File: config.mk
export PLATFORM = sky130hd
export DESIGN_NAME = mono_bitmap_pixel_expander_flat
export DESIGN_NICKNAME = d
export VERILOG_FILES = /design/src/rtl/core/mbpe_pkg.sv /design/src/rtl/core/mbpe_if.sv /design/src/rtl/core/mono_bitmap_pixel_expander.sv /design/src/rtl/core/mbpe_front.sv /design/src/rtl/core/mbpe_back.sv /design/src/flat_wrapper.sv
export VERILOG_INCLUDE_DIRS = /design/src /design/src/rtl/core
export SDC_FILE = /design/constraint.sdc
export NUM_CORES = 1
export LEC_CHECK = 0
export BUFFER_PORTS_ARGS = -buffer_cell sky130_fd_sc_hd__buf_2
export CAP_MARGIN = 20
export CORE_AREA = 2 2 122 213
export CTS_BUF_LIST = sky130_fd_sc_hd__clkbuf_16
export CTS_CLUSTER_SIZE = 16
export DETAILED_ROUTE_END_ITERATION = 7
export DIE_AREA = 0 0 124 215
export GPL_TIMING_DRIVEN = 1
export PLACE_DENSITY_LB_ADDON = 0.1
export REMOVE_ABC_BUFFERS = 1
export SLEW_MARGIN = 15
export SYNTH_ARGS = -nofsm -noshare
export SYNTH_HDL_FRONTEND = slang
export SYNTH_SLANG_ARGS = --single-unit
File: constraint.sdc
create_clock -name clk -period 8.4 [get_ports clk]
set_input_delay 1.68 -clock clk [delete_from_list [all_inputs] [get_ports clk]]
set_output_delay 1.68 -clock clk [all_outputs]
set_load 0.01 [all_outputs]
File: src/rtl/core/mono_bitmap_pixel_expander_macros.svh
// Assertion macros of the bitmap expander, used by its back end
`ifndef MONO_BITMAP_PIXEL_EXPANDER_MACROS_SVH
`define MONO_BITMAP_PIXEL_EXPANDER_MACROS_SVH

// Same-cycle implication, disabled while reset is asserted
`define MBPE_ASSERT_IMP(name, clk, rst_n, ante, cons) \
	name: assert property (@(posedge clk) disable iff (!rst_n) (ante) |-> (cons)) \
		else $error("mbpe: assertion failed");

// Next-cycle implication, disabled while reset is asserted
`define MBPE_ASSERT_NXT(name, clk, rst_n, ante, cons) \
	name: assert property (@(posedge clk) disable iff (!rst_n) (ante) |=> (cons)) \
		else $error("mbpe: assertion failed");

`endif

File: src/rtl/core/mbpe_pkg.sv
// Types and constants of the monochrome bitmap pixel expander
`default_nettype none

package mbpe_pkg;

	localparam int XY_W    = 8;
	localparam int OFF_W   = 4;
	localparam int CNT_W   = 9;
	localparam int COLOR_W = 16;
	localparam int MODE_W  = 3;
	localparam int CFG_IDX_W  = 2;
	localparam int CFG_DATA_W = 16;

	localparam logic [CFG_IDX_W-1:0] REG_DRAW_MODE = 2'd0;
	localparam logic [CFG_IDX_W-1:0] REG_FG_COLOR  = 2'd1;
	localparam logic [CFG_IDX_W-1:0] REG_BG_COLOR  = 2'd2;

	localparam logic [COLOR_W-1:0] FG_RESET    = 16'hFFFF;
	localparam logic [COLOR_W-1:0] BG_RESET    = 16'h0000;
	localparam logic [COLOR_W-1:0] COLOR_NONE  = 16'h0000;

	localparam logic OP_WRITE  = 1'b0;
	localparam logic OP_INVERT = 1'b1;

	typedef enum logic [MODE_W-1:0] {
		MODE_NORMAL      = 3'd0,
		MODE_REVERSE     = 3'd1,
		MODE_TRANSPARENT = 3'd2,
		MODE_XOR         = 3'd3,
		MODE_ROTATE      = 3'd4
	} mode_t;

	typedef struct packed {
		logic [MODE_W-1:0]  draw_mode;
		logic [COLOR_W-1:0] fg_color;
		logic [COLOR_W-1:0] bg_color;
	} cfg_t;

	// Classified word header handed from the front to the back
	typedef struct packed {
		logic              line_start;
		logic [XY_W-1:0]   start_x;
		logic [XY_W-1:0]   start_y;
		logic [OFF_W-1:0]  start_off;
		logic [OFF_W-1:0]  first_bit;
		logic [CNT_W-1:0]  line_pixels;
	} hdr_t;

endpackage

`default_nettype wire

File: src/rtl/core/mbpe_if.sv
// Handshake interfaces for bitmap words and pixel operations
`default_nettype none

interface mbpe_in_if #(
	parameter int WORD_BITS = 16
);
	logic                         valid;
	logic                         ready;
	logic                         line_start;
	logic [mbpe_pkg::XY_W-1:0]    start_x;
	logic [mbpe_pkg::XY_W-1:0]    start_y;
	logic [mbpe_pkg::OFF_W-1:0]   bit_offset;
	logic [mbpe_pkg::CNT_W-1:0]   line_pixels;
	logic [WORD_BITS-1:0]         bitmap_word;

	modport source (
		output valid, line_start, start_x, start_y, bit_offset, line_pixels, bitmap_word,
		input  ready
	);
	modport sink (
		input  valid, line_start, start_x, start_y, bit_offset, line_pixels, bitmap_word,
		output ready
	);
endinterface

interface mbpe_out_if;
	logic                          valid;
	logic                          ready;
	logic                          pixel_op;
	logic [mbpe_pkg::XY_W-1:0]     pixel_x;
	logic [mbpe_pkg::XY_W-1:0]     pixel_y;
	logic [mbpe_pkg::COLOR_W-1:0]  pixel_color;
	logic                          last;

	modport source (
		output valid, pixel_op, pixel_x, pixel_y, pixel_color, last,
		input  ready
	);
	modport sink (
		input  valid, pixel_op, pixel_x, pixel_y, pixel_color, last,
		output ready
	);
endinterface

`default_nettype wire

File: src/rtl/core/mono_bitmap_pixel_expander.sv
// Expands a line of a one-bit-per-pixel bitmap into pixel write or invert operations.
// Each accepted word is queued (two entries) and then walked by the back end one bit per
// cycle while no pixel waits on the sink: the back end first pops a word, then steps through
// each bit that lies in the active line, and pops the next word only once it is idle. The
// bit walker is the pace setter; bits that produce a pixel also wait for the pixel sink,
// bits that produce nothing step on regardless. Config registers (draw mode, foreground
// and background colors) may be written only while no word is in flight.
`default_nettype none

module mono_bitmap_pixel_expander #(
	parameter int WORD_BITS  = 16,
	parameter int COORD_BITS = 8
) (
	input  wire                                  clk,
	input  wire                                  arst_n,
	mbpe_in_if.sink                              words,
	mbpe_out_if.source                           pixels,
	input  wire                                  cfg_we,
	input  wire [mbpe_pkg::CFG_IDX_W-1:0]        cfg_index,
	input  wire [mbpe_pkg::CFG_DATA_W-1:0]       cfg_wdata
);

	mbpe_pkg::cfg_t          cfg_q;
	logic                    q_valid;
	logic                    q_ready;
	mbpe_pkg::hdr_t          q_hdr;
	logic [WORD_BITS-1:0]    q_word;

	always_ff @(posedge clk or negedge arst_n) begin
		if (!arst_n) begin
			cfg_q.draw_mode <= mbpe_pkg::MODE_NORMAL;
			cfg_q.fg_color  <= mbpe_pkg::FG_RESET;
			cfg_q.bg_color  <= mbpe_pkg::BG_RESET;
		end else if (cfg_we) begin
			unique case (cfg_index)
				mbpe_pkg::REG_DRAW_MODE: cfg_q.draw_mode <= cfg_wdata[mbpe_pkg::MODE_W-1:0];
				mbpe_pkg::REG_FG_COLOR:  cfg_q.fg_color  <= cfg_wdata[mbpe_pkg::COLOR_W-1:0];
				mbpe_pkg::REG_BG_COLOR:  cfg_q.bg_color  <= cfg_wdata[mbpe_pkg::COLOR_W-1:0];
				default: begin
					// drop writes to unmapped indexes
				end
			endcase
		end
	end

	mbpe_front #(
		.WORD_BITS (WORD_BITS)
	) u_front (
		.clk     (clk),
		.arst_n  (arst_n),
		.words   (words),
		.q_valid (q_valid),
		.q_ready (q_ready),
		.q_hdr   (q_hdr),
		.q_word  (q_word)
	);

	mbpe_back #(
		.WORD_BITS  (WORD_BITS),
		.COORD_BITS (COORD_BITS)
	) u_back (
		.clk     (clk),
		.arst_n  (arst_n),
		.cfg     (cfg_q),
		.q_valid (q_valid),
		.q_ready (q_ready),
		.q_hdr   (q_hdr),
		.q_word  (q_word),
		.pixels  (pixels)
	);

endmodule

`default_nettype wire

File: src/rtl/core/mbpe_front.sv
// Front end: accepts bitmap words, classifies them and queues them
`default_nettype none

module mbpe_front #(
	parameter int WORD_BITS = 16
) (
	input  wire                   clk,
	input  wire                   arst_n,
	mbpe_in_if.sink               words,
	output logic                  q_valid,
	input  wire                   q_ready,
	output mbpe_pkg::hdr_t        q_hdr,
	output logic [WORD_BITS-1:0]  q_word
);

	localparam int DEPTH = 2;

	mbpe_pkg::hdr_t          hdr_q  [DEPTH];
	logic [WORD_BITS-1:0]    word_q [DEPTH];
	logic                    wptr_q;
	logic                    rptr_q;
	logic [1:0]              count_q;

	mbpe_pkg::hdr_t          hdr_new;
	logic                    push;
	logic                    pop;
	logic [5:0]              off_ext;

	always_comb begin
		off_ext = 6'(words.bit_offset);
		hdr_new.line_start  = words.line_start;
		hdr_new.start_x     = words.start_x;
		hdr_new.start_y     = words.start_y;
		hdr_new.start_off   = words.bit_offset;
		hdr_new.line_pixels = words.line_pixels;
		// reduce the offset into the word; it is below twice the word size
		if (off_ext >= 6'(WORD_BITS)) begin
			hdr_new.first_bit = mbpe_pkg::OFF_W'(off_ext - 6'(WORD_BITS));
		end else begin
			hdr_new.first_bit = words.bit_offset;
		end
	end

	assign words.ready = (count_q != 2'(DEPTH));
	assign push        = words.valid && words.ready;
	assign q_valid     = (count_q != 2'd0);
	assign pop         = q_valid && q_ready;
	assign q_hdr       = hdr_q[rptr_q];
	assign q_word      = word_q[rptr_q];

	always_ff @(posedge clk or negedge arst_n) begin
		if (!arst_n) begin
			wptr_q  <= 1'b0;
			rptr_q  <= 1'b0;
			count_q <= 2'd0;
		end else begin
			if (push) begin
				wptr_q <= ~wptr_q;
			end
			if (pop) begin
				rptr_q <= ~rptr_q;
			end
			if (push && !pop) begin
				count_q <= count_q + 2'd1;
			end else if (pop && !push) begin
				count_q <= count_q - 2'd1;
			end
		end
	end

	always_ff @(posedge clk) begin
		if (push) begin
			hdr_q[wptr_q]  <= hdr_new;
			word_q[wptr_q] <= words.bitmap_word;
		end
	end

endmodule

`default_nettype wire

File: src/rtl/core/mbpe_back.sv
// Back end: walks the bits of a queued word and issues pixel operations
`default_nettype none
`include "mono_bitmap_pixel_expander_macros.svh"

module mbpe_back #(
	parameter int WORD_BITS  = 16,
	parameter int COORD_BITS = 8
) (
	input  wire                   clk,
	input  wire                   arst_n,
	input  mbpe_pkg::cfg_t        cfg,
	input  wire                   q_valid,
	output logic                  q_ready,
	input  mbpe_pkg::hdr_t        q_hdr,
	input  wire [WORD_BITS-1:0]   q_word,
	mbpe_out_if.source            pixels
);

	localparam int BP_W  = $clog2(WORD_BITS);
	localparam int END_W = mbpe_pkg::CNT_W + 1;
	localparam logic [BP_W-1:0] LAST_BIT = BP_W'(WORD_BITS - 1);

	// line state
	logic [COORD_BITS-1:0]           cursor_x_q;
	logic [COORD_BITS-1:0]           cursor_y_q;
	logic [BP_W-1:0]                 bitpos_q;
	logic [mbpe_pkg::CNT_W-1:0]      left_q;
	logic                            busy_q;
	// word being walked, indexed from the MSB
	logic [WORD_BITS-1:0]            wbits_q;
	logic [WORD_BITS-1:0]            rem_q;
	// output register
	logic                            out_valid_q;
	logic                            out_op_q;
	logic [mbpe_pkg::XY_W-1:0]       out_x_q;
	logic [mbpe_pkg::XY_W-1:0]       out_y_q;
	logic [mbpe_pkg::COLOR_W-1:0]    out_color_q;
	logic                            out_last_q;

	logic                            emit_clear;
	logic                            rotate;
	logic                            pop;
	logic [BP_W-1:0]                 bp_ld;
	logic [mbpe_pkg::CNT_W-1:0]      left_ld;
	logic [END_W-1:0]                end_v;
	logic [WORD_BITS-1:0]            wbits;
	logic [WORD_BITS-1:0]            mask;
	logic                            cur_set;
	logic                            emit_cur;
	logic                            out_free;
	logic                            advance;
	logic                            step_done;
	logic [WORD_BITS-1:0]            rem_next;
	logic                            op_cur;
	logic [mbpe_pkg::COLOR_W-1:0]    color_cur;
	logic [mbpe_pkg::XY_W:0]         ld_x_sum;

	always_comb begin
		emit_clear = 1'b1;
		rotate     = 1'b0;
		op_cur     = mbpe_pkg::OP_WRITE;
		color_cur  = cur_set ? cfg.fg_color : cfg.bg_color;
		unique case (cfg.draw_mode) inside
			mbpe_pkg::MODE_REVERSE: begin
				color_cur = cur_set ? cfg.bg_color : cfg.fg_color;
			end
			mbpe_pkg::MODE_TRANSPARENT: begin
				emit_clear = 1'b0;
				color_cur  = cfg.fg_color;
			end
			mbpe_pkg::MODE_XOR: begin
				emit_clear = 1'b0;
				op_cur     = mbpe_pkg::OP_INVERT;
				color_cur  = mbpe_pkg::COLOR_NONE;
			end
			mbpe_pkg::MODE_ROTATE: begin
				emit_clear = 1'b0;
				rotate     = 1'b1;
				color_cur  = cfg.fg_color;
			end
			default: begin
				// normal mode, also taken by the unused codes
			end
		endcase
	end

	always_comb begin
		bp_ld   = q_hdr.line_start ? BP_W'(q_hdr.first_bit) : bitpos_q;
		left_ld = q_hdr.line_start ? q_hdr.line_pixels : left_q;
		end_v   = END_W'(bp_ld) + END_W'(left_ld);
		for (int j = 0; j < WORD_BITS; j++) begin
			wbits[j] = q_word[WORD_BITS-1-j];
			mask[j]  = (BP_W'(j) >= bp_ld) && (END_W'(j) < end_v)
				&& (emit_clear || wbits[j]);
		end
	end

	assign ld_x_sum  = (mbpe_pkg::XY_W+1)'(q_hdr.start_x) + (mbpe_pkg::XY_W+1)'(q_hdr.start_off);
	assign q_ready   = !busy_q;
	assign pop       = q_valid && !busy_q;
	assign cur_set   = wbits_q[bitpos_q];
	assign emit_cur  = rem_q[bitpos_q];
	assign out_free  = !out_valid_q || pixels.ready;
	// bits that write nothing step on even while the output is stalled
	assign advance   = busy_q && (out_free || !emit_cur);
	assign step_done = (left_q == mbpe_pkg::CNT_W'(1)) || (bitpos_q == LAST_BIT);
	assign rem_next  = rem_q & ~(WORD_BITS'(1) << bitpos_q);

	always_ff @(posedge clk or negedge arst_n) begin
		if (!arst_n) begin
			cursor_x_q  <= '0;
			cursor_y_q  <= '0;
			bitpos_q    <= '0;
			left_q      <= '0;
			busy_q      <= 1'b0;
			out_valid_q <= 1'b0;
		end else begin
			if (pop) begin
				if (q_hdr.line_start) begin
					cursor_x_q <= COORD_BITS'(ld_x_sum);
					cursor_y_q <= COORD_BITS'(q_hdr.start_y);
					bitpos_q   <= bp_ld;
					left_q     <= left_ld;
				end
				busy_q <= (left_ld != '0);
			end
			if (advance) begin
				if (rotate) begin
					cursor_y_q <= cursor_y_q + COORD_BITS'(1);
				end else begin
					cursor_x_q <= cursor_x_q + COORD_BITS'(1);
				end
				left_q   <= left_q - mbpe_pkg::CNT_W'(1);
				bitpos_q <= (bitpos_q == LAST_BIT) ? '0 : bitpos_q + BP_W'(1);
				busy_q   <= !step_done;
			end
			if (advance && emit_cur) begin
				out_valid_q <= 1'b1;
			end else if (pixels.ready) begin
				out_valid_q <= 1'b0;
			end
		end
	end

	always_ff @(posedge clk) begin
		if (pop) begin
			wbits_q <= wbits;
			rem_q   <= mask;
		end else if (advance) begin
			rem_q <= rem_next;
		end
		if (advance && emit_cur) begin
			out_op_q    <= op_cur;
			out_x_q     <= cursor_x_q[mbpe_pkg::XY_W-1:0];
			out_y_q     <= cursor_y_q[mbpe_pkg::XY_W-1:0];
			out_color_q <= color_cur;
			out_last_q  <= (rem_next == '0);
		end
	end

	assign pixels.valid       = out_valid_q;
	assign pixels.pixel_op    = out_op_q;
	assign pixels.pixel_x     = out_x_q;
	assign pixels.pixel_y     = out_y_q;
	assign pixels.pixel_color = out_color_q;
	assign pixels.last        = out_last_q;

	`MBPE_ASSERT_IMP(a_busy_has_pixels, clk, arst_n, busy_q, left_q != '0)
	`MBPE_ASSERT_NXT(a_done_goes_idle, clk, arst_n, advance && step_done, !busy_q)
	`MBPE_ASSERT_NXT(a_stall_holds_line, clk, arst_n, busy_q && !advance,
		$stable(cursor_x_q) && $stable(cursor_y_q) && $stable(bitpos_q) && $stable(left_q))
	`MBPE_ASSERT_IMP(a_invert_no_color, clk, arst_n,
		out_valid_q && (out_op_q == mbpe_pkg::OP_INVERT), out_color_q == mbpe_pkg::COLOR_NONE)

endmodule

`default_nettype wire

File: src/flat_wrapper.sv
// flat-port wrapper written by rule: the top's interface ports become plain ports
module mono_bitmap_pixel_expander_flat 
#(
	parameter int WORD_BITS  = 16,
	parameter int COORD_BITS = 8
)
  (clk, arst_n, cfg_we, cfg_index, cfg_wdata, words_valid, words_line_start, words_start_x, words_start_y, words_bit_offset, words_line_pixels, words_bitmap_word, words_ready, pixels_valid, pixels_pixel_op, pixels_pixel_x, pixels_pixel_y, pixels_pixel_color, pixels_last, pixels_ready);
  mbpe_in_if #(.WORD_BITS(WORD_BITS)) words_i ();
  mbpe_out_if pixels_i ();
  input  wire clk;
  input  wire arst_n;
  input  wire cfg_we;
  input  wire [mbpe_pkg::CFG_IDX_W-1:0] cfg_index;
  input  wire [mbpe_pkg::CFG_DATA_W-1:0] cfg_wdata;
  input wire logic [$bits(words_i.valid)-1:0] words_valid;
  input wire logic [$bits(words_i.line_start)-1:0] words_line_start;
  input wire logic [$bits(words_i.start_x)-1:0] words_start_x;
  input wire logic [$bits(words_i.start_y)-1:0] words_start_y;
  input wire logic [$bits(words_i.bit_offset)-1:0] words_bit_offset;
  input wire logic [$bits(words_i.line_pixels)-1:0] words_line_pixels;
  input wire logic [$bits(words_i.bitmap_word)-1:0] words_bitmap_word;
  output wire logic [$bits(words_i.ready)-1:0] words_ready;
  output wire logic [$bits(pixels_i.valid)-1:0] pixels_valid;
  output wire logic [$bits(pixels_i.pixel_op)-1:0] pixels_pixel_op;
  output wire logic [$bits(pixels_i.pixel_x)-1:0] pixels_pixel_x;
  output wire logic [$bits(pixels_i.pixel_y)-1:0] pixels_pixel_y;
  output wire logic [$bits(pixels_i.pixel_color)-1:0] pixels_pixel_color;
  output wire logic [$bits(pixels_i.last)-1:0] pixels_last;
  input wire logic [$bits(pixels_i.ready)-1:0] pixels_ready;
  assign words_i.valid = words_valid;
  assign words_i.line_start = words_line_start;
  assign words_i.start_x = words_start_x;
  assign words_i.start_y = words_start_y;
  assign words_i.bit_offset = words_bit_offset;
  assign words_i.line_pixels = words_line_pixels;
  assign words_i.bitmap_word = words_bitmap_word;
  assign words_ready = words_i.ready;
  assign pixels_valid = pixels_i.valid;
  assign pixels_pixel_op = pixels_i.pixel_op;
  assign pixels_pixel_x = pixels_i.pixel_x;
  assign pixels_pixel_y = pixels_i.pixel_y;
  assign pixels_pixel_color = pixels_i.pixel_color;
  assign pixels_last = pixels_i.last;
  assign pixels_i.ready = pixels_ready;
  mono_bitmap_pixel_expander #(.WORD_BITS(WORD_BITS), .COORD_BITS(COORD_BITS)) u_core (.clk(clk), .arst_n(arst_n), .words(words_i), .pixels(pixels_i), .cfg_we(cfg_we), .cfg_index(cfg_index), .cfg_wdata(cfg_wdata));
endmodule
==> run_results.csv, run 1 <==
group,metric,value,unit
synth,ys.flop_type,"edfxtp_1",
power_and_ir_drop,internal_power,0.00313,W
drt,drc,0,
setup_path,worstReg2RegEnd,"u_core.u_back.rem_q[10]$_DFFE_PP_",
synth,synth_top_area_cell,"edfxtp_1",
place,port_buffers,104,
drt,final_antenna_net_count,0,
sta,tns,0,ps
sta,fin_crit_sh,51.4,%
place,dpl.hpwl,18900,um
clocking,post_cts_buffers,0,
synth,synthCells,876,
clocking,cts_root_buf,"clkbuf_16",
global_routing,grt_pass1_vias,7569,
clocking,holdBufCountCts,0,
global_routing,grt_max_degree,71,
sta,maxSlewViolCount,0,
clocking,clk_latency,530,ps
power_and_ir_drop,p_sw_share,40.4,%
setup_path,crit_path_start_kind,"flop",
global_routing,grt_pass1_wl,41700,um
floorplanning,die_x,124,um
synth,netlist_area,11000,um^2
clocking,clkSlewWorstSetupHoldPaths,70,ps
global_routing,grt_util_met1,22.1,%
setup_path,required,8690,ps
power_and_ir_drop,comb_power_share,43.3,%
setup_path,r2r_setup_slack,4080,ps
global_routing,antenna_found_initial,0,
setup_path,cp.arrival,4610,ps
synth,syn_avg_cell_area,12.6,um^2
drt,vias,7538,
power_and_ir_drop,pwr-share-seq,38.6,%
floorplanning,rows,77,
power_and_ir_drop,p_clk_share,18.1,%
clocking,numCtsBuffers,23,
global_routing,grtUsageMet2,38.6,%
setup_path,crit_path_end_kind,"flop",
sta,tightest_slew,1010,ps
synth,ys_seq_area_share,59.0,%
clocking,cts_resized,0,
floorplanning,core,25000,um^2
synth,ys_seq_elements,228,
drt,routed_via_density,5.78,
place,globalplace.congestion,0.894,
layout,final_cell_area,12500,um^2
floorplanning,pin_count,105,
synth,ys_top_cells_by_area,"edfxtp_1, dfrtp_1, mux2_2, dfstp_2, mux2i_1",
floorplanning,die_y,215,um
setup_path,path_class,"flop to flop",
sta,hold_viol,0,
floorplanning,dieArea,26700,um^2
power_and_ir_drop,leakagePower,4.83,nW
sta,slew_headroom,32.2,%
job,cap_violations,0,
drt,drt_wl_total,26800,um
place,place_area,11900,um^2
layout,area_growth,13.6,%
power_and_ir_drop,p_per_area,418,nW/um^2
global_routing,grtUsageMet3,2.36,%
min_path,hp-start,"u_core.u_back.cursor_y_q[7]$_DFF_PN0_",
global_routing,overflow,0,
drt,dr.pass1.iters,6,
clocking,cts_sinks,228,
synth,synth-edff-count,158,
clocking,cts_buffer_depth,3,
setup_path,reg2reg_depth,12,
synth,synthArstFlopShare,30.7,%
sta,clock_skew,21.7,ps
outcome,status,"finished clean",
sta,fin_crit,4320,ps
layout,drive_gt1_share,25.1,%
power_and_ir_drop,vdd_drop_max,0.168,mV
sta,fin_hold_ws,482,ps
min_path,whs_endpoint,"u_core.u_back.pixels.pixel_y[7]$_DFFE_PP_",
drt,post_drt_wl_per_cell,20.6,um
sta,setup_viol,0,
layout,nets,1063,
floorplanning,start_util,44.1,%
clocking,cts_tree,"done",
synth,synth.distinct_cells,74,
drt,drt_iter0_markers,400,
global_routing,grt-busiest-layer,"met2",
setup_path,crit_path_max_fanout,31,
layout,antennaDiodeCount,0,
power_and_ir_drop,p_sw,0.00212,W
synth,ys_warn_count,0,
sta,rsz0062_at_grt,"false",
setup_path,timing.rr.start,"u_core.u_front.rptr_q$_DFFE_PN0P_",
synth,yosys.area.top_type_share,43.0,%
global_routing,grt_use_total,20.4,%
min_path,min_path_type,"flop to flop",
sta,fmax,0.231,GHz
clocking,cts.htree.levels,1,
min_path,holdPathStages,0,
==> sequential cells by signal, summed over array words and instances (netlist names), 4 cells and up <==
signal                            flops
u_core.u_front.hdr_q                 60
u_core.cfg_q                         35
u_core.u_front.word_q                32
u_core.u_back.pixels.pixel_color     16
u_core.u_back.rem_q                  16
u_core.u_back.wbits_q                16
u_core.u_back.left_q                  9
u_core.u_back.cursor_x_q              8
u_core.u_back.cursor_y_q              8
u_core.u_back.pixels.pixel_x          8
u_core.u_back.pixels.pixel_y          8
u_core.u_back.bitpos_q                4
==> metrics by stage <==
stage | setup slack, ps | total power, W | util [%] | instances
CTS | 4120 | 0.00529 | 50.1 | 1305
global placement | 4200 | 0.00431 | 47.3 | 1263
floorplan | 3910 | 0.00355 | - | 832
detailed placement | 4140 | 0.00433 | 47.3 | 1264
global route | 3800 | 0.00560 | 50.1 | 1305
finish | 4080 | 0.00525 | 50.1 | 1305
==> power by group through the flow <==
stage                     Clock [W]  Sequential [W]  Combinational (W)
final                      0.000950         0.00203            0.00227
after global routing        0.00102         0.00208            0.00251
after CTS                  0.000973         0.00202            0.00229
after detailed placement          0         0.00205            0.00228
after global placement            0         0.00204            0.00227
after floorplan                   0         0.00204            0.00152
==> metal layers <==
layer  vias to the layer above  share of wire [%]
met2                       214                 55
met5                         -                  0
li1                       3553                  -
met4                         0                4.0
met1                      3713                 37
met3                        58                4.1
==> layout by cell type, fill, tap and decap left out, types with 20 or more instances in the layout <==
cell / n
a21oi_1: 25
nand3_1: 21
edfxtp_1: 158
a31oi_1: 20
o21ai_0: 41
nor2b_1: 21
a221o_1: 20
mux2_2: 63
nand2_1: 53
inv_1: 39
mux2i_1: 33
dfrtp_1: 53
buf_2: 105
nor2_1: 45
clkbuf_16: 23
==> cell usage after synthesis (all sizes together) (4+ instances only) <==
library cell  count
nand3            21
o221ai           13
a21boi            4
nand4             6
nor3b             5
a21oi            26
o22ai            16
nand2b           12
edfxtp          158
nand2            53
o22a              6
a211oi            5
and3             24
o21ai            44
xnor2            10
ha               19
nor4              5
nor2b            21
clkbuf           22
a32oi             5
o211ai            8
or2               6
mux4              4
o21a              8
nor2             46
xor2              4
nor3             14
buf              22
mux2             63
a31oi            20
mux2i            33
a221o            20
dfstp            16
dfrtp            54
inv              32
==> final cells by class <==
| class | count | area (um^2) |
|---|---|---|
| sequential | 228 | 6520 |
| multi-input combinational | 572 | 4220 |
| clock buffer | 23 | 576 |
| fill | 2245 | 12500 |
| timing repair buffer | 116 | 608 |
| inverter | 32 | 120 |
| tap | 316 | 395 |
| clock inverter | 18 | 109 |
==> kinds of logic after synthesis <==
family          Yosys count  synth area share (%)
simple gates            226                  10.6
compound gates          211                  13.6
buf+inv                  76                  2.89
mux                     100                  10.2
xor+xnor                 14                  1.11
fa+ha+maj                21                  2.52
flops                   228                  59.0
==> critical path, stage by stage (launching register included) <==
cell,delay [ps]
dfrtp_2,770
nand2b_1,380
o22ai_1,120
a31oi_1,500
ha_1,300
inv_1,70
fa_1,390
nor2b_1,170
nand4bb_1,110
mux2_2,330
nor4_4,520
nor3b_2,150
a32o_1,250
==> worst max-delay path by stage <==
stage,startpoint,to,cells after the start
floorplan,u_core.u_front.rptr_q$_DFFE_PN0P_,u_core.u_back.rem_q[10]$_DFFE_PP_,10
global placement,u_core.u_front.rptr_q$_DFFE_PN0P_,u_core.u_back.rem_q[8]$_DFFE_PP_,10
detailed placement,u_core.u_front.rptr_q$_DFFE_PN0P_,u_core.u_back.rem_q[10]$_DFFE_PP_,12
CTS,u_core.u_front.rptr_q$_DFFE_PN0P_,u_core.u_back.rem_q[10]$_DFFE_PP_,12
global route,u_core.u_front.rptr_q$_DFFE_PN0P_,u_core.u_back.rem_q[10]$_DFFE_PP_,10
finish,u_core.u_front.rptr_q$_DFFE_PN0P_,u_core.u_back.rem_q[10]$_DFFE_PP_,12
Note: power is estimated with default switching activity, not from simulation.
==> run 2: changes to the inputs <==
clock period = 4.06 ns   (was 8.4 ns; I/O delays follow)
==> run_results.csv, run 2 (synthesized netlist as in run 1, its figures left out) <==
group,metric,value,unit
outcome,status,"finished clean",
clocking,cts.htree.levels,1,
sta,rsz0062_at_grt,"false",
layout,final_cell_mix,"edfxtp_1, buf_2, mux2_2",
floorplanning,core,25000,um^2
drt,drt_iter0_markers,423,
clocking,cts_resized,0,
setup_path,crit_path_max_fanout,11,
global_routing,grt_max_degree,50,
setup_path,cp.arrival,3920,ps
setup_path,required,4330,ps
global_routing,overflow,0,
setup_path,crit_path_start_kind,"flop",
sta,clock_skew,12.3,ps
layout,nets,1076,
place,place_area,12000,um^2
place,dpl.hpwl,20300,um
sta,maxSlewViolCount,0,
clocking,cts_sinks,228,
power_and_ir_drop,p_per_area,874,nW/um^2
global_routing,antenna_found_initial,0,
global_routing,grt_pass1_vias,7764,
layout,top_regs,"u_core.u_front.hdr_q: 60 flops, u_core.cfg_q: 35 flops, u_core.u_front.word_q: 32 flops",
setup_path,timing.rr.start,"u_core.u_front.hdr_q[0][33]$_DFFE_PP_",
min_path,min_path_type,"primary input to asynchronous set/reset pin",
job,cap_violations,0,
sta,tightest_slew,962,ps
clocking,clk_latency,520,ps
floorplanning,start_util,44.1,%
drt,vias,7661,
layout,utilization,50.5,%
sta,fin_crit,3650,ps
setup_path,crit_path_end_kind,"flop",
place,port_buffers,104,
setup_path,endpoint,"u_core.u_back.rem_q[8]$_DFFE_PP_",
drt,drc,0,
layout,final_cells,1318,
place,globalplace.congestion,0.933,
drt,final_antenna_net_count,0,
setup_path,path_depth,12,
clocking,cts_buffer_depth,3,
clocking,cts_tree,"done",
setup_path,critical_path.cell_chain,"nand2b_1, o22ai_1, a31oi_1, ha_1, inv_1, fa_1, nor2b_1, nand4bb_1, mux2_2, nor4_4, nor3b_2, a32o_1",
sta,hold_viol,0,
layout,largest_register_ffs,60,
floorplanning,die_x,124,um
layout,layout_commonest_cell,"edfxtp_1",
setup_path,slowest_stage,"edfxtp_1",
sta,setup_slack,409,ps
sta,fin_crit_sh,89.9,%
clocking,holdBufCountCts,0,
floorplanning,rows,77,
floorplanning,pin_count,105,
setup_path,crit_start,"u_core.u_front.hdr_q[0][33]$_DFFE_PP_",
clocking,numCtsBuffers,23,
setup_path,r2r_setup_slack,410,ps
sta,slew_headroom,35.7,%
setup_path,slowest_delay,570,ps
setup_path,path_class,"flop to flop",
sta,setup_viol,0,
layout,regArea,6520,um^2
place,place_ws,444,ps
clocking,clkSlewWorstSetupHoldPaths,60,ps
setup_path,worstReg2RegEnd,"u_core.u_back.rem_q[8]$_DFFE_PP_",
global_routing,grt_pass1_wl,42900,um
layout,final_cell_area,12600,um^2
place,placedCellCount,1277,
setup_path,worst-path-buf-inv,1,
setup_path,reg2reg_depth,12,
layout,largest_register,"u_core.u_front.hdr_q",
floorplanning,dieArea,26700,um^2
drt,drt_wl_total,27700,um
layout,antennaDiodeCount,0,
floorplanning,die_y,215,um
setup_path,path_delay_family,"simple AND/OR/NAND/NOR gates",
drt,routed_via_density,5.81,
sta,fmax,0.274,GHz
layout,num-fill-cells,2268,
drt,dr.pass1.iters,5,
global_routing,grt_use_total,21.0,%
layout,drive_gt1_share,25.8,%
layout,multi_input_area,4220,um^2
drt,post_drt_wl_per_cell,21.0,um
layout,area_growth,14.5,%
sta,tns,0,ps
power_and_ir_drop,vdd_drop_max,0.426,mV
power_and_ir_drop,leakagePower,4.90,nW
clocking,post_cts_buffers,0,
clocking,cts_root_buf,"clkbuf_16",
-- run 2: cell types whose count changed in the layout (fill, tap and decap cells not counted), sizes merged --
cell  previous run  this run
buf            116       129
-- run 2: where the power goes --
group	switching (W)	total, W	internal [W]
sequential	0.000557	0.00414	0.00358
clock	0.000872	0.00196	0.00108
combinational	0.00303	0.00496	0.00193
-- run 2: final cells by class --
class | count | area share, %
tap | 316 | 3.13
inverter | 32 | 0.950
clock buffer | 23 | 4.55
timing repair buffer | 129 | 5.70
multi-input combinational | 572 | 33.3
clock inverter | 18 | 0.782
sequential | 228 | 51.5
-- run 2: how the worst min path moves through the flow --
| stage | start | to | slack (ps) | depth (start not counted) |
|---|---|---|---|---|
| final | arst_n | u_core.cfg_q[8]$_DFFE_PN0P_ | 270 | 1 |
| after global routing | arst_n | u_core.cfg_q[8]$_DFFE_PN0P_ | 310 | 1 |
| after CTS | arst_n | u_core.cfg_q[8]$_DFFE_PN0P_ | 280 | 1 |
| after detailed placement | u_core.u_back.cursor_y_q[7]$_DFF_PN0_ | u_core.u_back.pixels.pixel_y[7]$_DFFE_PP_ | 470 | 0 |
| after global placement | u_core.u_back.cursor_y_q[7]$_DFF_PN0_ | u_core.u_back.pixels.pixel_y[7]$_DFFE_PP_ | 460 | 0 |
| after floorplan | u_core.u_back.cursor_y_q[6]$_DFF_PN0_ | u_core.u_back.pixels.pixel_y[6]$_DFFE_PP_ | 450 | 0 |
-- run 2: metrics by stage --
stage / hold slack (ps) / total power [W]
final: 272 / 0.0111
after global routing: 307 / 0.0118
after CTS: 277 / 0.0111
after detailed placement: 472 / 0.00914
after global placement: 460 / 0.00907
after floorplan: 446 / 0.00735
-- run 2: routing by layer --
metal	wire length, um	GRT usage, %	vias up
met5	0	0	-
met1	9870	21.9	3818
met4	1190	9.51	0
met2	15600	40.5	204
li1	-	-	3583
met3	1030	2.42	56
-- run 2: worst register-to-register path: stages (launching register included) --
cell       delay [ps]
edfxtp_1          570
nand2b_1          290
o22ai_1           110
a31oi_1           290
ha_1              260
inv_1              60
fa_1              400
nor2b_1           160
nand4bb_1         100
mux2_2            330
nor4_4            470
nor3b_2           130
a32o_1            240
==> run 3: changes to the inputs <==
ABC_AREA = 1   (was not set)
CORE_AREA = 2 2 125 217   (was 2 2 122 213)
DIE_AREA = 0 0 127 219   (was 0 0 124 215)
==> run_results.csv, run 3 <==
group,metric,value,unit
outcome,status,"finished clean",
job,cap_violations,0,
setup_path,cp.arrival,3480,ps
sta,fin_crit_sh,79.1,%
layout,num-fill-cells,2508,
setup_path,reg2reg_depth,15,
drt,wl_met2,15700,um
drt,final_antenna_net_count,0,
synth,ys_seq_elements,228,
drt,post_drt_wl_per_cell,16.9,um
layout,final_cell_mix,"nand2_1, edfxtp_1, nand3_1",
layout,area_growth,13.3,%
sta,rsz0062_at_grt,"false",
clocking,cts_root_buf,"clkbuf_16",
global_routing,grt_pass1_vias,8875,
synth,synth_top_area_cell,"edfxtp_1",
global_routing,grt_use_total,21.2,%
sta,slew_headroom,46.7,%
synth,ys.flop_type,"edfxtp_1",
drt,drc,0,
drt,routed_via_density,5.16,
drt,drt_wl_total,29100,um
drt,dr.pass1.iters,5,
layout,multi_input_area,4280,um^2
place,place_area,12400,um^2
synth,ys_warn_count,0,
layout,antennaDiodeCount,0,
clocking,cts_tree,"done",
layout,final_cell_area,13100,um^2
clocking,clkSlewWorstSetupHoldPaths,60,ps
layout,layout_commonest_cell,"nand2_1",
synth,yosys.area.top_type_share,41.1,%
synth,synthCells,1286,
layout,drive_gt1_share,15.6,%
sta,fmax,0.311,GHz
layout,top_regs,"u_core.u_front.hdr_q: 60 flops, u_core.cfg_q: 35 flops, u_core.u_front.word_q: 32 flops",
setup_path,path_common_cell,"nand2_1",
clocking,cts_resized,0,
setup_path,path_delay_family,"simple AND/OR/NAND/NOR gates",
global_routing,antenna_found_initial,0,
setup_path,slowest_stage,"dfrtp_2",
layout,regArea,6520,um^2
sta,maxSlewViolCount,0,
clocking,post_cts_buffers,0,
sta,tns,0,ps
setup_path,worstReg2RegEnd,"u_core.u_back.rem_q[2]$_DFFE_PP_",
drt,drt-met1-wl,11300,um
global_routing,grt_max_degree,48,
clocking,cts.htree.levels,1,
floorplanning,core,26000,um^2
clocking,cts_sinks,228,
clocking,clk_latency,520,ps
drt,highest_layer,"met4",
clocking,holdBufCountCts,0,
synth,netlist_area,11500,um^2
floorplanning,die_x,127,um
setup_path,path_class,"flop to flop",
place,dpl.hpwl,20700,um
setup_path,crit_path_start_kind,"flop",
synth,synth_common_cells,"nand2_1, edfxtp_1, nand3_1, inv_1, o21ai_0",
place,globalplace.congestion,0.907,
global_routing,overflow,0,
clocking,numCtsBuffers,23,
sta,setup_viol,0,
drt,drt_iter0_markers,540,
floorplanning,die_y,219,um
layout,nets,1482,
floorplanning,dieArea,27800,um^2
sta,hold_viol,0,
place,port_buffers,104,
sta,clock_skew,14.7,ps
synth,ys_top_cells_by_area,"edfxtp_1, nand2_1, dfrtp_1, nand3_1, inv_1",
setup_path,crit_path_max_fanout,20,
synth,synth-edff-count,158,
floorplanning,pin_count,105,
setup_path,r2r_setup_slack,850,ps
setup_path,slowest_delay,480,ps
sta,fin_crit,3210,ps
synth,syn_avg_cell_area,8.98,um^2
setup_path,crit_start,"u_core.u_front.rptr_q$_DFFE_PN0P_",
floorplanning,rows,78,
sta,tightest_slew,797,ps
setup_path,timing.rr.start,"u_core.u_front.rptr_q$_DFFE_PN0P_",
synth,yosysMostFrequentCell,"nand2_1",
synth,synth.distinct_cells,44,
drt,vias,8915,
setup_path,critical_path.cell_chain,"inv_2, buf_4, nand2_1, a31oi_1, ha_1, inv_1, fa_1, inv_1, nand2_1, a21oi_1, nand3_1, nand2_1, nand3_2, o21ai_1, nand2_1",
power_and_ir_drop,leakagePower,5.93,nW
layout,largest_register,"u_core.u_front.hdr_q",
synth,synthArstFlopShare,30.7,%
synth,ys_seq_area_share,56.5,%
floorplanning,start_util,44.5,%
setup_path,required,4330,ps
clocking,cts_buffer_depth,3,
global_routing,grt_pass1_wl,46500,um
drt,wl_met3,1000,um
setup_path,worst-path-buf-inv,4,
power_and_ir_drop,p_per_area,867,nW/um^2
setup_path,crit_path_end_kind,"flop",
min_path,min_path_type,"primary input to asynchronous set/reset pin",
power_and_ir_drop,vdd_drop_max,0.567,mV
layout,largest_register_ffs,60,
[run 3: changes by cell type after synthesis, moves of 14 or more]
cell and change:
and3_1 -21, nand3_1 +128, o21ai_0 +45, mux2i_1 -32, nor2_1 +21, buf_2 +14
mux2_2 -63, a221o_1 -20, nand2_1 +366, nor2b_1 -21, inv_1 +87
[run 3: logic make-up after synthesis]
| family | Yosys count | share of synthesized area (%) |
|---|---|---|
| multiplexers | 1 | 0.0867 |
| adder cells (fa/ha/maj) | 21 | 2.41 |
| buffers and inverters | 181 | 6.59 |
| flip-flops | 228 | 56.5 |
| AO/OA/AOI/OAI | 144 | 7.00 |
| XOR/XNOR | 24 | 1.82 |
| AND/OR/NAND/NOR | 687 | 25.6 |
[run 3: how the worst max path moves through the flow]
stage,cells past startpoint,end
after floorplan,15,u_core.u_back.rem_q[5]$_DFFE_PP_
after global placement,14,u_core.u_back.rem_q[5]$_DFFE_PP_
after detailed placement,15,u_core.u_back.rem_q[1]$_DFFE_PP_
after CTS,15,u_core.u_back.rem_q[1]$_DFFE_PP_
after global routing,15,u_core.u_back.rem_q[1]$_DFFE_PP_
final,15,u_core.u_back.rem_q[2]$_DFFE_PP_
[run 3: metal layers]
| metal | global-route usage [%] | vias up |
|---|---|---|
| met3 | 2.29 | 67 |
| met1 | 23.5 | 4194 |
| li1 | - | 4464 |
| met4 | 8.90 | 0 |
| met2 | 40.5 | 190 |
| met5 | 0 | - |
[run 3: worst reg2reg max path: cells and delay by family (launching register included)]
kind | cells | cell delay, ps
buffers and inverters | 4 | 510
adder cells (fa/ha/maj) | 2 | 630
flip-flops | 1 | 480
AO/OA/AOI/OAI | 3 | 640
AND/OR/NAND/NOR | 6 | 710
[run 3: layout make-up]
cell class / instances / share of cell area, %
Tap cell: 320 / 3.06
Timing Repair Buffer: 134 / 5.70
Inverter: 128 / 3.67
Sequential cell: 228 / 49.9
Clock inverter: 17 / 0.565
Multi-Input combinational cell: 877 / 32.7
Clock buffer: 23 / 4.40
[run 3: report_power, final]
group	switching [W]	internal, W	leakage (nW)
logic	0.00371	0.00173	3.25
registers	0.000443	0.00357	2.33
clock network	0.000865	0.00102	0.353
total	0.00502	0.00632	5.93
[run 3: stage by stage]
stage                     worst slack [ps]  util [%]  instances  power [W]  hold slack [ps]
after floorplan                        181         -       1233    0.00766              453
after global placement                 965      47.9       1687    0.00947              468
after detailed placement               872      47.9       1687    0.00953              474
after CTS                              859      50.4       1727     0.0114              319
after global routing                   597      50.4       1727     0.0123              341
final                                  849      50.4       1727     0.0113              315
